**src/bmt_pkg.sv**
```systemverilog
`default_nettype none

package bmt_pkg;

    // Default size of the byte memory.
    localparam int MEM_BYTES_DEF = 4096;

    // Largest burst, in bytes.
    localparam int MAX_BURST = 8;

    // Value of an enabled byte in the byte-enable pattern.
    localparam logic [7:0] BE_ON = 8'hFF;

    typedef enum logic [1:0] {
        MODE_IGNORE  = 2'd0,
        MODE_READ    = 2'd1,
        MODE_WRITE   = 2'd2,
        MODE_INVALID = 2'd3
    } mode_t;

    typedef enum logic [2:0] {
        ST_OK    = 3'd0,
        ST_CMD   = 3'd1,
        ST_BURST = 3'd2,
        ST_BE    = 3'd3,
        ST_ADDR  = 3'd4
    } status_t;

    // Commands from the controller to the datapath.
    typedef struct packed {
        logic clear;
        logic load;
        logic check;
        logic step;
        logic publish;
    } cmd_t;

    // Status from the datapath to the controller.
    typedef struct packed {
        logic clr_last;
        logic go;
        logic last;
    } dp_stat_t;

endpackage

`default_nettype wire

```
**src/bmt_ctrl.sv**
```systemverilog
`default_nettype none

module bmt_ctrl (
    input  wire logic              clk,
    input  wire logic              rst_n,
    input  wire logic              in_valid,
    output logic                   in_ready,
    output logic                   out_valid,
    input  wire logic              out_ready,
    input  wire bmt_pkg::dp_stat_t stat,
    output bmt_pkg::cmd_t          cmd
);

    import bmt_pkg::*;

    typedef enum logic [5:0] {
        S_CLEAR  = 6'b000001,
        S_IDLE   = 6'b000010,
        S_CHECK  = 6'b000100,
        S_ACCESS = 6'b001000,
        S_DRAIN  = 6'b010000,
        S_DONE   = 6'b100000
    } state_t;

    state_t state_reg, state_next;
    logic   out_valid_reg, out_valid_next;

    always_ff @(posedge clk or negedge rst_n)
    begin
        if (!rst_n)
        begin
            state_reg     <= S_CLEAR;
            out_valid_reg <= 1'b0;
        end
        else
        begin
            state_reg     <= state_next;
            out_valid_reg <= out_valid_next;
        end
    end

    always_comb
    begin
        state_next = state_reg;
        cmd        = '0;
        unique case (state_reg)
            S_CLEAR:
            begin
                cmd.clear = 1'b1;
                if (stat.clr_last)
                begin
                    state_next = S_IDLE;
                end
            end
            S_IDLE:
            begin
                if (in_valid)
                begin
                    cmd.load   = 1'b1;
                    state_next = S_CHECK;
                end
            end
            S_CHECK:
            begin
                cmd.check  = 1'b1;
                state_next = stat.go ? S_ACCESS : S_DONE;
            end
            S_ACCESS:
            begin
                cmd.step = 1'b1;
                if (stat.last)
                begin
                    state_next = S_DRAIN;
                end
            end
            S_DRAIN:
            begin
                state_next = S_DONE;
            end
            S_DONE:
            begin
                if (!out_valid_reg || out_ready)
                begin
                    cmd.publish = 1'b1;
                    state_next  = S_IDLE;
                end
            end
            default:
            begin
                state_next = S_CLEAR;
            end
        endcase
    end

    always_comb
    begin
        if (cmd.publish)
        begin
            out_valid_next = 1'b1;
        end
        else if (out_ready)
        begin
            out_valid_next = 1'b0;
        end
        else
        begin
            out_valid_next = out_valid_reg;
        end
    end

    assign in_ready  = (state_reg == S_IDLE);
    assign out_valid = out_valid_reg;

endmodule

`default_nettype wire

```
**config.mk**
```make
export PLATFORM = sky130hd
export DESIGN_NAME = bmt_ctrl
export DESIGN_NICKNAME = d
export VERILOG_FILES = /design/src/bmt_pkg.sv /design/src/bmt_ctrl.sv
export SDC_FILE = /design/constraint.sdc
export NUM_CORES = 1
export LEC_CHECK = 0
export BUFFER_PORTS_ARGS = -buffer_cell sky130_fd_sc_hd__buf_2
export CELL_PAD_IN_SITES_DETAIL_PLACEMENT = 0
export CELL_PAD_IN_SITES_GLOBAL_PLACEMENT = 1
export CORE_MARGIN = 3
export CORE_UTILIZATION = 35
export CTS_CLUSTER_SIZE = 28
export DETAILED_ROUTE_END_ITERATION = 6
export HOLD_SLACK_MARGIN = 0.1
export PLACE_DENSITY = 0.85
export SYNTH_ARGS = -nofsm -noshare
export SYNTH_HDL_FRONTEND = slang
export SYNTH_SLANG_ARGS = --single-unit
export TNS_END_PERCENT = 30
```
**constraint.sdc**
```tcl
create_clock -name clk -period 2.15 [get_ports clk]
set_input_delay 0.1075 -clock clk [delete_from_list [all_inputs] [get_ports clk]]
set_output_delay 0.1075 -clock clk [all_outputs]
set_load 0.02 [all_outputs]
```
==> results of run 1 <==
[logic make-up after synthesis]
group | after synthesis
xor+xnor | 1
flops | 7
buf+inv | 6
compound gates | 11
simple gates | 23
[through the flow]
step	utilization (%)	hold WS, ns
after CTS	48.73	0.1279
after global routing	48.73	0.1415
after detailed placement	44.83	-0.04799
final	48.73	0.1296
after global placement	44.83	-0.05139
after floorplan	-	-0.1881
[layout by cell type (no fill, tap or decap), drive strengths merged, types with 2 or more instances in the layout]
| master | n |
|---|---|
| nand2b | 4 |
| o32ai | 2 |
| buf | 13 |
| clkbuf | 4 |
| nor3b | 2 |
| or4 | 2 |
| dfrtp | 6 |
| or3b | 3 |
| nor2 | 3 |
| a21oi | 4 |
| inv | 3 |
| dlygate4sd3 | 2 |
| or2 | 2 |
[worst paths after layout]
check	from	end	cells after the start
hold / removal	stat[1]	state_reg[3]$_DFFE_PN0P_	3
min in group asynchronous	rst_n	state_reg[2]$_DFFE_PN0P_	2
setup / recovery	state_reg[1]$_DFFE_PN0P_	cmd[0]	4
setup reg to reg	state_reg[3]$_DFFE_PN0P_	state_reg[2]$_DFFE_PN0P_	3
hold reg to reg	out_valid$_DFFE_PN0P_	out_valid$_DFFE_PN0P_	2
max in group asynchronous	rst_n	state_reg[0]$_DFFE_PN1P_	2
[per-layer routing]
layer | routed length (µm) | track usage (%)
met1 | 466 | 16.15
met5 | 0 | 0
met2 | 401 | 14.37
met4 | 14 | 7.229
met3 | 73 | 4.237
[final cells by class]
type | count | area, µm²
Clock buffer | 4 | 26.28
Multi-Input combinational cell | 35 | 261.5
Inverter | 3 | 11.26
Tap cell | 14 | 17.52
Fill cell | 121 | 608.1
Timing Repair Buffer | 15 | 85.08
Sequential cell | 7 | 176.4
[power by group]
part           leakage (µW)  switching [µW]  internal [µW]
logic              0.000155             123            117
clock network     0.0000150            48.3           70.8
registers         0.0000928            33.9            160
total              0.000263             205            348
[worst reg2reg max path, stage by stage, from the launching register on]
cell	delay, ns
sky130_fd_sc_hd__dfrtp_1	0.47
sky130_fd_sc_hd__or3_4	0.38
sky130_fd_sc_hd__or2_4	0.29
sky130_fd_sc_hd__a2111oi_2	0.33
==> metrics.txt, run 1 <==
# TYPE chip_impl_metric gauge
chip_impl_metric{name="simple_gate_share_of_the_synthesized_area",unit="%"} 34.73
chip_impl_metric{name="io_pins",unit=""} 14
chip_impl_metric{name="slew-limit-headroom",unit="%"} 79.75
chip_impl_metric{name="cap_viol_max_count",unit=""} 0
chip_impl_metric{name="crit_required",unit="ns"} 2.04
chip_impl_metric{name="drive_above_1_share",unit="%"} 42.19
chip_impl_metric{name="pin_count_of_the_biggest_net_entering_global_routing",unit=""} 11
chip_impl_metric{name="cp_slowest_stage_delay",unit="ns"} 0.57
chip_impl_metric{name="number_of_flip_flops_in_the_largest_register",unit=""} 6
chip_impl_metric{name="critical_path_data_arrival_time",unit="ns"} 1.86
chip_impl_metric{name="synth_warnings",unit=""} 0
chip_impl_metric{name="ys_seq_elements",unit=""} 7
chip_impl_metric{name="routabilityCongestion",unit=""} 0.8069
chip_impl_metric{name="area_delta_synth_final",unit="%"} 20.63
chip_impl_metric{name="sequential_element_share_of_the_synthesized_area",unit="%"} 36.81
chip_impl_metric{name="number_of_h_tree_branching_levels",unit=""} 1
chip_impl_metric{name="drt_wl_total",unit="µm"} 956
chip_impl_metric{name="cts.sinks",unit=""} 7
chip_impl_metric{name="cts_made_buffers",unit=""} 3
chip_impl_metric{name="die_height",unit="µm"} 43
chip_impl_metric{name="synth_nets",unit=""} 55
chip_impl_metric{name="core",unit="mm²"} 0.001186
chip_impl_metric{name="finalWorstPathRequiredPeriod",unit="ns"} 1.971
chip_impl_metric{name="synth_compound_area_share",unit="%"} 18.02
chip_impl_metric{name="overflow",unit=""} 0
chip_impl_metric{name="hold_viol",unit=""} 0
chip_impl_info{name="synth_top_cell_by_area",value="sky130_fd_sc_hd__dfrtp_1"} 1
chip_impl_metric{name="postLayoutSetupSlackWorst",unit="ns"} 0.1794
chip_impl_metric{name="numPlacedInstances",unit=""} 72
chip_impl_info{name="timing.critical_path.max_delay_family",value="simple AND/OR/NAND/NOR gates"} 1
chip_impl_metric{name="place.port_buffers",unit=""} 13
chip_impl_info{name="outcome",value="finished, final reports clean"} 1
chip_impl_info{name="largest_family_of_logic_cells_by_synthesized_area",value="simple AND/OR/NAND/NOR gates"} 1
chip_impl_metric{name="route.vias.total",unit=""} 431
chip_impl_metric{name="setup_tns_final",unit="ns"} 0
chip_impl_metric{name="post_synth_mux_area_share",unit="%"} 0
chip_impl_metric{name="post_cts_resize_count",unit=""} 0
chip_impl_metric{name="fp.dieArea",unit="mm²"} 0.001849
chip_impl_metric{name="worstPathBufferInverterCount",unit=""} 1
chip_impl_metric{name="worst_clock_skew",unit="ns"} 0.005959
chip_impl_metric{name="wl_per_cell",unit="µm"} 12.26
chip_impl_metric{name="dpl_hpwl",unit="µm"} 702.1
chip_impl_metric{name="p_per_area",unit="mW/mm²"} 955.9
chip_impl_metric{name="final_cell_area",unit="µm²"} 578.1
chip_impl_metric{name="postSynthCellCount",unit=""} 48
chip_impl_info{name="tritoncts",value="done"} 1
chip_impl_metric{name="ant_nets",unit=""} 0
chip_impl_metric{name="drt-vias-per-instance",unit=""} 5.526
chip_impl_metric{name="synth_fa_ha_area_share",unit="%"} 0
chip_impl_metric{name="report.final.slew_viol_count",unit=""} 0
chip_impl_metric{name="grt_pass1_vias",unit=""} 364
chip_impl_metric{name="detailed_router_s_first_iteration_violation_count",unit=""} 7
chip_impl_metric{name="proportion_of_register_bits_with_asynchronous_set_or_reset_after_synthesis",unit="%"} 100.0
chip_impl_info{name="slowest_stage",value="sky130_fd_sc_hd__or4_4"} 1
chip_impl_metric{name="path_max_fanout",unit=""} 7
chip_impl_metric{name="worstSkewPairLatency",unit="ns"} 0.25
chip_impl_metric{name="drt_first_pass_iters",unit=""} 4
chip_impl_info{name="cp-start-kind",value="register"} 1
chip_impl_metric{name="clock_path_buffers",unit=""} 2
chip_impl_metric{name="worstMarginPinSlew",unit="ns"} 0.3009
chip_impl_metric{name="leakage",unit="µW"} 0.0002627
chip_impl_metric{name="irDropWorstVdd",unit="mV"} 0.4575
chip_impl_metric{name="dpl-instance-area",unit="µm²"} 531.8
chip_impl_metric{name="report.power.total",unit="µW"} 552.6
chip_impl_info{name="synth-main-ff-cell",value="sky130_fd_sc_hd__dfrtp_1"} 1
chip_impl_metric{name="yosys.area_share.xor_xnor",unit="%"} 1.828
chip_impl_info{name="setup_repair_after_global_routing_missed_its_margin",value="false"} 1
chip_impl_info{name="critPathKind",value="reg -> out"} 1
chip_impl_metric{name="worst-r2r-setup-slack",unit="ns"} 0.58
chip_impl_info{name="synthTopCellsByArea",value="sky130_fd_sc_hd__dfrtp_1, sky130_fd_sc_hd__dfstp_2, sky130_fd_sc_hd__nand2b_1"} 1
chip_impl_metric{name="quantity_of_hold_fixing_buffers_added_after_cts",unit=""} 2
chip_impl_metric{name="width_of_the_chip",unit="µm"} 43
chip_impl_metric{name="report.final.setup_viol",unit=""} 0
chip_impl_metric{name="antenna_found_initial",unit=""} 0
chip_impl_metric{name="diodes",unit=""} 0
chip_impl_metric{name="start_util",unit="%"} 40.40
chip_impl_info{name="synth_most_common_cell",value="sky130_fd_sc_hd__dfrtp_1"} 1
chip_impl_info{name="endpoint_kind",value="output pin"} 1
chip_impl_metric{name="netlist_area",unit="µm²"} 479.2
chip_impl_metric{name="average_footprint_of_a_synthesized_cell",unit="µm²"} 9.984
chip_impl_metric{name="layout.nets",unit=""} 72
chip_impl_metric{name="globalRouteTotalUtil",unit="%"} 11.51
chip_impl_info{name="hold_path.class",value="in -> reg"} 1
chip_impl_metric{name="stdcell_count",unit=""} 78
chip_impl_metric{name="pre_cts_ws",unit="ns"} 0.4446
chip_impl_metric{name="share_of_the_clock_period_used_by_the_worst_path",unit="%"} 91.65
chip_impl_info{name="synth.cells.most_frequent",value="sky130_fd_sc_hd__dfrtp_1, sky130_fd_sc_hd__a21oi_1, sky130_fd_sc_hd__nand2b_1"} 1
chip_impl_metric{name="fp-row-count",unit=""} 12
chip_impl_metric{name="post_synth_num_cell_types",unit=""} 29
chip_impl_metric{name="synth_edf_count",unit=""} 0
chip_impl_metric{name="clk_transition_reported_paths",unit="ns"} 0.06
chip_impl_info{name="clk_root_buffer_cell",value="sky130_fd_sc_hd__clkbuf_4"} 1
chip_impl_metric{name="drc_errors",unit=""} 0
chip_impl_metric{name="grt_pass1_wl",unit="µm"} 1552
chip_impl_metric{name="post_cts.repair.setup_buffers",unit=""} 0
chip_impl_info{name="cp_cell_sequence",value="or4_4 > or2_2 > nor2b_1 > buf_2"} 1
chip_impl_metric{name="fmaxAchievable",unit="MHz"} 507.5
chip_impl_metric{name="netlist.area_leader.share",unit="%"} 31.33
(Power assumes the default switching activity.)
==> run 2: changes to the inputs <==
--- a/config.mk
+++ b/config.mk
@@ -14,6 +14,7 @@
 export DETAILED_ROUTE_END_ITERATION = 6
 export HOLD_SLACK_MARGIN = 0.1
 export PLACE_DENSITY = 0.85
+export REMOVE_ABC_BUFFERS = 1
 export SYNTH_ARGS = -nofsm -noshare
 export SYNTH_HDL_FRONTEND = slang
 export SYNTH_SLANG_ARGS = --single-unit
==> run 2 against run 1 <==
  * Fmax rose by 0.10%
  * Combinational power rose by 4%
  * Non-clock buffer count did not move
  * Sequential share of layout area fell by 0.066 points
  * Global-route usage rose by 1.9 points
  * Design area rose by 0.22%
  * Critical path depth did not move
  * Via count fell by 3.2%
  * Total power rose by 2.0%
  * Clock-buffer cell count fell by 1
  * Clock skew fell by 0.0049 ns
  * Setup slack improved by 0.0020 ns
  * Highest routed layer unchanged
==> metrics.txt, run 2 (same netlist as run 1, synthesis figures left out) <==
# TYPE chip_impl_metric gauge
chip_impl_metric{name="cells_on_worst_hold_path",unit=""} 3
chip_impl_metric{name="ant_nets",unit=""} 0
chip_impl_info{name="slowest_stage",value="sky130_fd_sc_hd__or4_4"} 1
chip_impl_metric{name="detailed_router_s_first_iteration_violation_count",unit=""} 11
chip_impl_metric{name="pin_count_of_the_biggest_net_entering_global_routing",unit=""} 11
chip_impl_info{name="outcome",value="finished, final reports clean"} 1
chip_impl_metric{name="irDropWorstVdd",unit="mV"} 0.4497
chip_impl_info{name="timing.critical_path.max_delay_family",value="simple AND/OR/NAND/NOR gates"} 1
chip_impl_metric{name="number_of_flip_flops_in_the_largest_register",unit=""} 6
chip_impl_metric{name="share_of_the_clock_period_used_by_the_worst_path",unit="%"} 91.56
chip_impl_metric{name="dpl-instance-area",unit="µm²"} 531.8
chip_impl_metric{name="hold_viol",unit=""} 0
chip_impl_metric{name="antenna_found_initial",unit=""} 0
chip_impl_metric{name="fp-row-count",unit=""} 12
chip_impl_info{name="cp_cell_sequence",value="or4_4 > or2_2 > nor2b_1 > buf_2"} 1
chip_impl_metric{name="post_cts_resize_count",unit=""} 0
chip_impl_metric{name="cts_made_buffers",unit=""} 3
chip_impl_metric{name="grt_pass1_vias",unit=""} 417
chip_impl_metric{name="numPlacedInstances",unit=""} 72
chip_impl_info{name="layout.cells.most_common",value="sky130_fd_sc_hd__buf_2"} 1
chip_impl_metric{name="io_pins",unit=""} 14
chip_impl_metric{name="post_cts.repair.setup_buffers",unit=""} 0
chip_impl_metric{name="report.final.slew_viol_count",unit=""} 0
chip_impl_info{name="hold_path.class",value="in -> reg"} 1
chip_impl_metric{name="layout.nets",unit=""} 72
chip_impl_metric{name="wl_per_cell",unit="µm"} 13.22
chip_impl_metric{name="report.final.setup_viol",unit=""} 0
chip_impl_metric{name="finalWorstPathRequiredPeriod",unit="ns"} 1.969
chip_impl_info{name="endpoint_kind",value="output pin"} 1
chip_impl_info{name="tritoncts",value="done"} 1
chip_impl_metric{name="setup_tns_final",unit="ns"} 0
chip_impl_metric{name="fill_cells",unit=""} 115
chip_impl_info{name="crit-reg2reg-launch",value="state_reg[2]$_DFFE_PN0P_"} 1
chip_impl_metric{name="drc_errors",unit=""} 0
chip_impl_metric{name="route.vias.total",unit=""} 417
chip_impl_metric{name="worst-r2r-setup-slack",unit="ns"} 0.57
chip_impl_metric{name="overflow",unit=""} 0
chip_impl_info{name="cp-start-kind",value="register"} 1
chip_impl_metric{name="globalRouteTotalUtil",unit="%"} 13.43
chip_impl_metric{name="crit_required",unit="ns"} 2.04
chip_impl_metric{name="slew-limit-headroom",unit="%"} 77.39
chip_impl_metric{name="place.port_buffers",unit=""} 13
chip_impl_metric{name="fmaxAchievable",unit="MHz"} 508.0
chip_impl_metric{name="cap_viol_max_count",unit=""} 0
chip_impl_metric{name="core",unit="mm²"} 0.001186
chip_impl_metric{name="worstMarginPinSlew",unit="ns"} 0.3361
chip_impl_info{name="setup_repair_after_global_routing_missed_its_margin",value="false"} 1
chip_impl_metric{name="worst_clock_skew",unit="ns"} 0.001012
chip_impl_metric{name="start_util",unit="%"} 40.40
chip_impl_metric{name="p_per_area",unit="mW/mm²"} 972.8
chip_impl_info{name="worstReg2RegEnd",value="state_reg[2]$_DFFE_PN0P_"} 1
chip_impl_metric{name="fp.dieArea",unit="mm²"} 0.001849
chip_impl_metric{name="diodes",unit=""} 0
chip_impl_metric{name="drt-vias-per-instance",unit=""} 5.346
chip_impl_metric{name="grt_pass1_wl",unit="µm"} 1807
chip_impl_info{name="critPathKind",value="reg -> out"} 1
chip_impl_info{name="layout.cells.most_common_list",value="sky130_fd_sc_hd__buf_2, sky130_fd_sc_hd__dfrtp_1, sky130_fd_sc_hd__nand2b_1, sky130_fd_sc_hd__a21oi_1"} 1
chip_impl_metric{name="width_of_the_chip",unit="µm"} 43
chip_impl_metric{name="number_of_h_tree_branching_levels",unit=""} 1
chip_impl_metric{name="path_max_fanout",unit=""} 7
chip_impl_metric{name="multi_input_comb_area",unit="µm²"} 261.5
chip_impl_info{name="timing.hold.worst_endpoint",value="state_reg[3]$_DFFE_PN0P_"} 1
chip_impl_metric{name="drive_above_1_share",unit="%"} 43.75
chip_impl_metric{name="quantity_of_hold_fixing_buffers_added_after_cts",unit=""} 2
chip_impl_metric{name="clock_path_buffers",unit=""} 2
chip_impl_metric{name="stdcell_count",unit=""} 78
chip_impl_metric{name="cp_slowest_stage_delay",unit="ns"} 0.56
chip_impl_metric{name="drt_wl_total",unit="µm"} 1031
chip_impl_metric{name="cts.sinks",unit=""} 7
chip_impl_metric{name="drt_first_pass_iters",unit=""} 4
chip_impl_metric{name="critical_path_data_arrival_time",unit="ns"} 1.86
chip_impl_metric{name="area_delta_synth_final",unit="%"} 20.89
chip_impl_metric{name="dpl_hpwl",unit="µm"} 819.8
chip_impl_metric{name="die_height",unit="µm"} 43
chip_impl_metric{name="r2r_cells",unit=""} 3
chip_impl_metric{name="register_area",unit="µm²"} 176.4
chip_impl_info{name="hold_path_startpoint",value="stat[1]"} 1
chip_impl_info{name="clk_root_buffer_cell",value="sky130_fd_sc_hd__clkbuf_4"} 1
chip_impl_metric{name="leakage",unit="µW"} 0.0002655
chip_impl_metric{name="worstSkewPairLatency",unit="ns"} 0.25
chip_impl_metric{name="routabilityCongestion",unit=""} 0.7612
chip_impl_metric{name="clk_transition_reported_paths",unit="ns"} 0.06
chip_impl_metric{name="final_cell_area",unit="µm²"} 579.3
chip_impl_metric{name="worstPathBufferInverterCount",unit=""} 1
==> run 2: changes by cell type in the layout (fill, tap and decap cells not counted) <==
| cell | previous run | this run |
|---|---|---|
| sky130_fd_sc_hd__clkbuf_1 | 1 | 0 |
| sky130_fd_sc_hd__clkinv_2 | 0 | 1 |
==> run 2: worst max path at each step <==
| stage | startpoint | endpoint | slack (ns) | cells after the start |
|---|---|---|---|---|
| floorplan | state_reg[1]$_DFFE_PN0P_ | cmd[0] | 0.45 | 3 |
| finish | state_reg[1]$_DFFE_PN0P_ | cmd[0] | 0.18 | 4 |
| CTS | state_reg[1]$_DFFE_PN0P_ | cmd[0] | 0.18 | 4 |
| global placement | state_reg[1]$_DFFE_PN0P_ | cmd[0] | 0.47 | 4 |
| global route | state_reg[1]$_DFFE_PN0P_ | cmd[0] | 0.13 | 4 |
| detailed placement | state_reg[1]$_DFFE_PN0P_ | cmd[0] | 0.46 | 4 |
==> run 2: worst min-delay path, delay by kind of cell <==
family	cells	cell delay [ns]
and+or+nand+nor	1	0.07
AOI/OAI and AO/OA	1	0.07
buffers and inverters	1	0.11
==> run 2: layer usage <==
metal / up-vias / track usage (%) / wire length [µm]
li1: 208 / - / -
met1: 193 / 17.01 / 443
met2: 13 / 20.06 / 509
met3: 3 / 4.237 / 57
met4: 0 / 7.229 / 21
met5: - / 0 / 0
==> run 2: layout make-up <==
| class | instances | share of cell area (%) |
|---|---|---|
| multi-input cells | 35 | 45.14 |
| flip-flops and latches | 7 | 30.45 |
| repair buffers | 15 | 14.69 |
| clock buffers | 3 | 3.888 |
| well taps | 14 | 3.024 |
| inverters | 3 | 1.944 |
| clock inverters | 1 | 0.8639 |
==> run 2: report_power, final <==
group	switching, µW	internal (µW)
clock network	53.6	68.2
logic	131	117
registers	33.2	160
total	218	345
==> run 2: metrics by stage <==
| stage | utilization [%] | total power, µW | setup WS [ns] | hold slack [ns] |
|---|---|---|---|---|
| after CTS | 48.84 | 572.7 | 0.1765 | 0.1343 |
| after global routing | 48.84 | 605.1 | 0.1286 | 0.1432 |
| after floorplan | - | 374.5 | 0.4499 | -0.1881 |
| after detailed placement | 44.83 | 442.2 | 0.4607 | -0.05203 |
| final | 48.84 | 563.6 | 0.1814 | 0.1416 |
| after global placement | 44.83 | 439.7 | 0.4726 | -0.05472 |
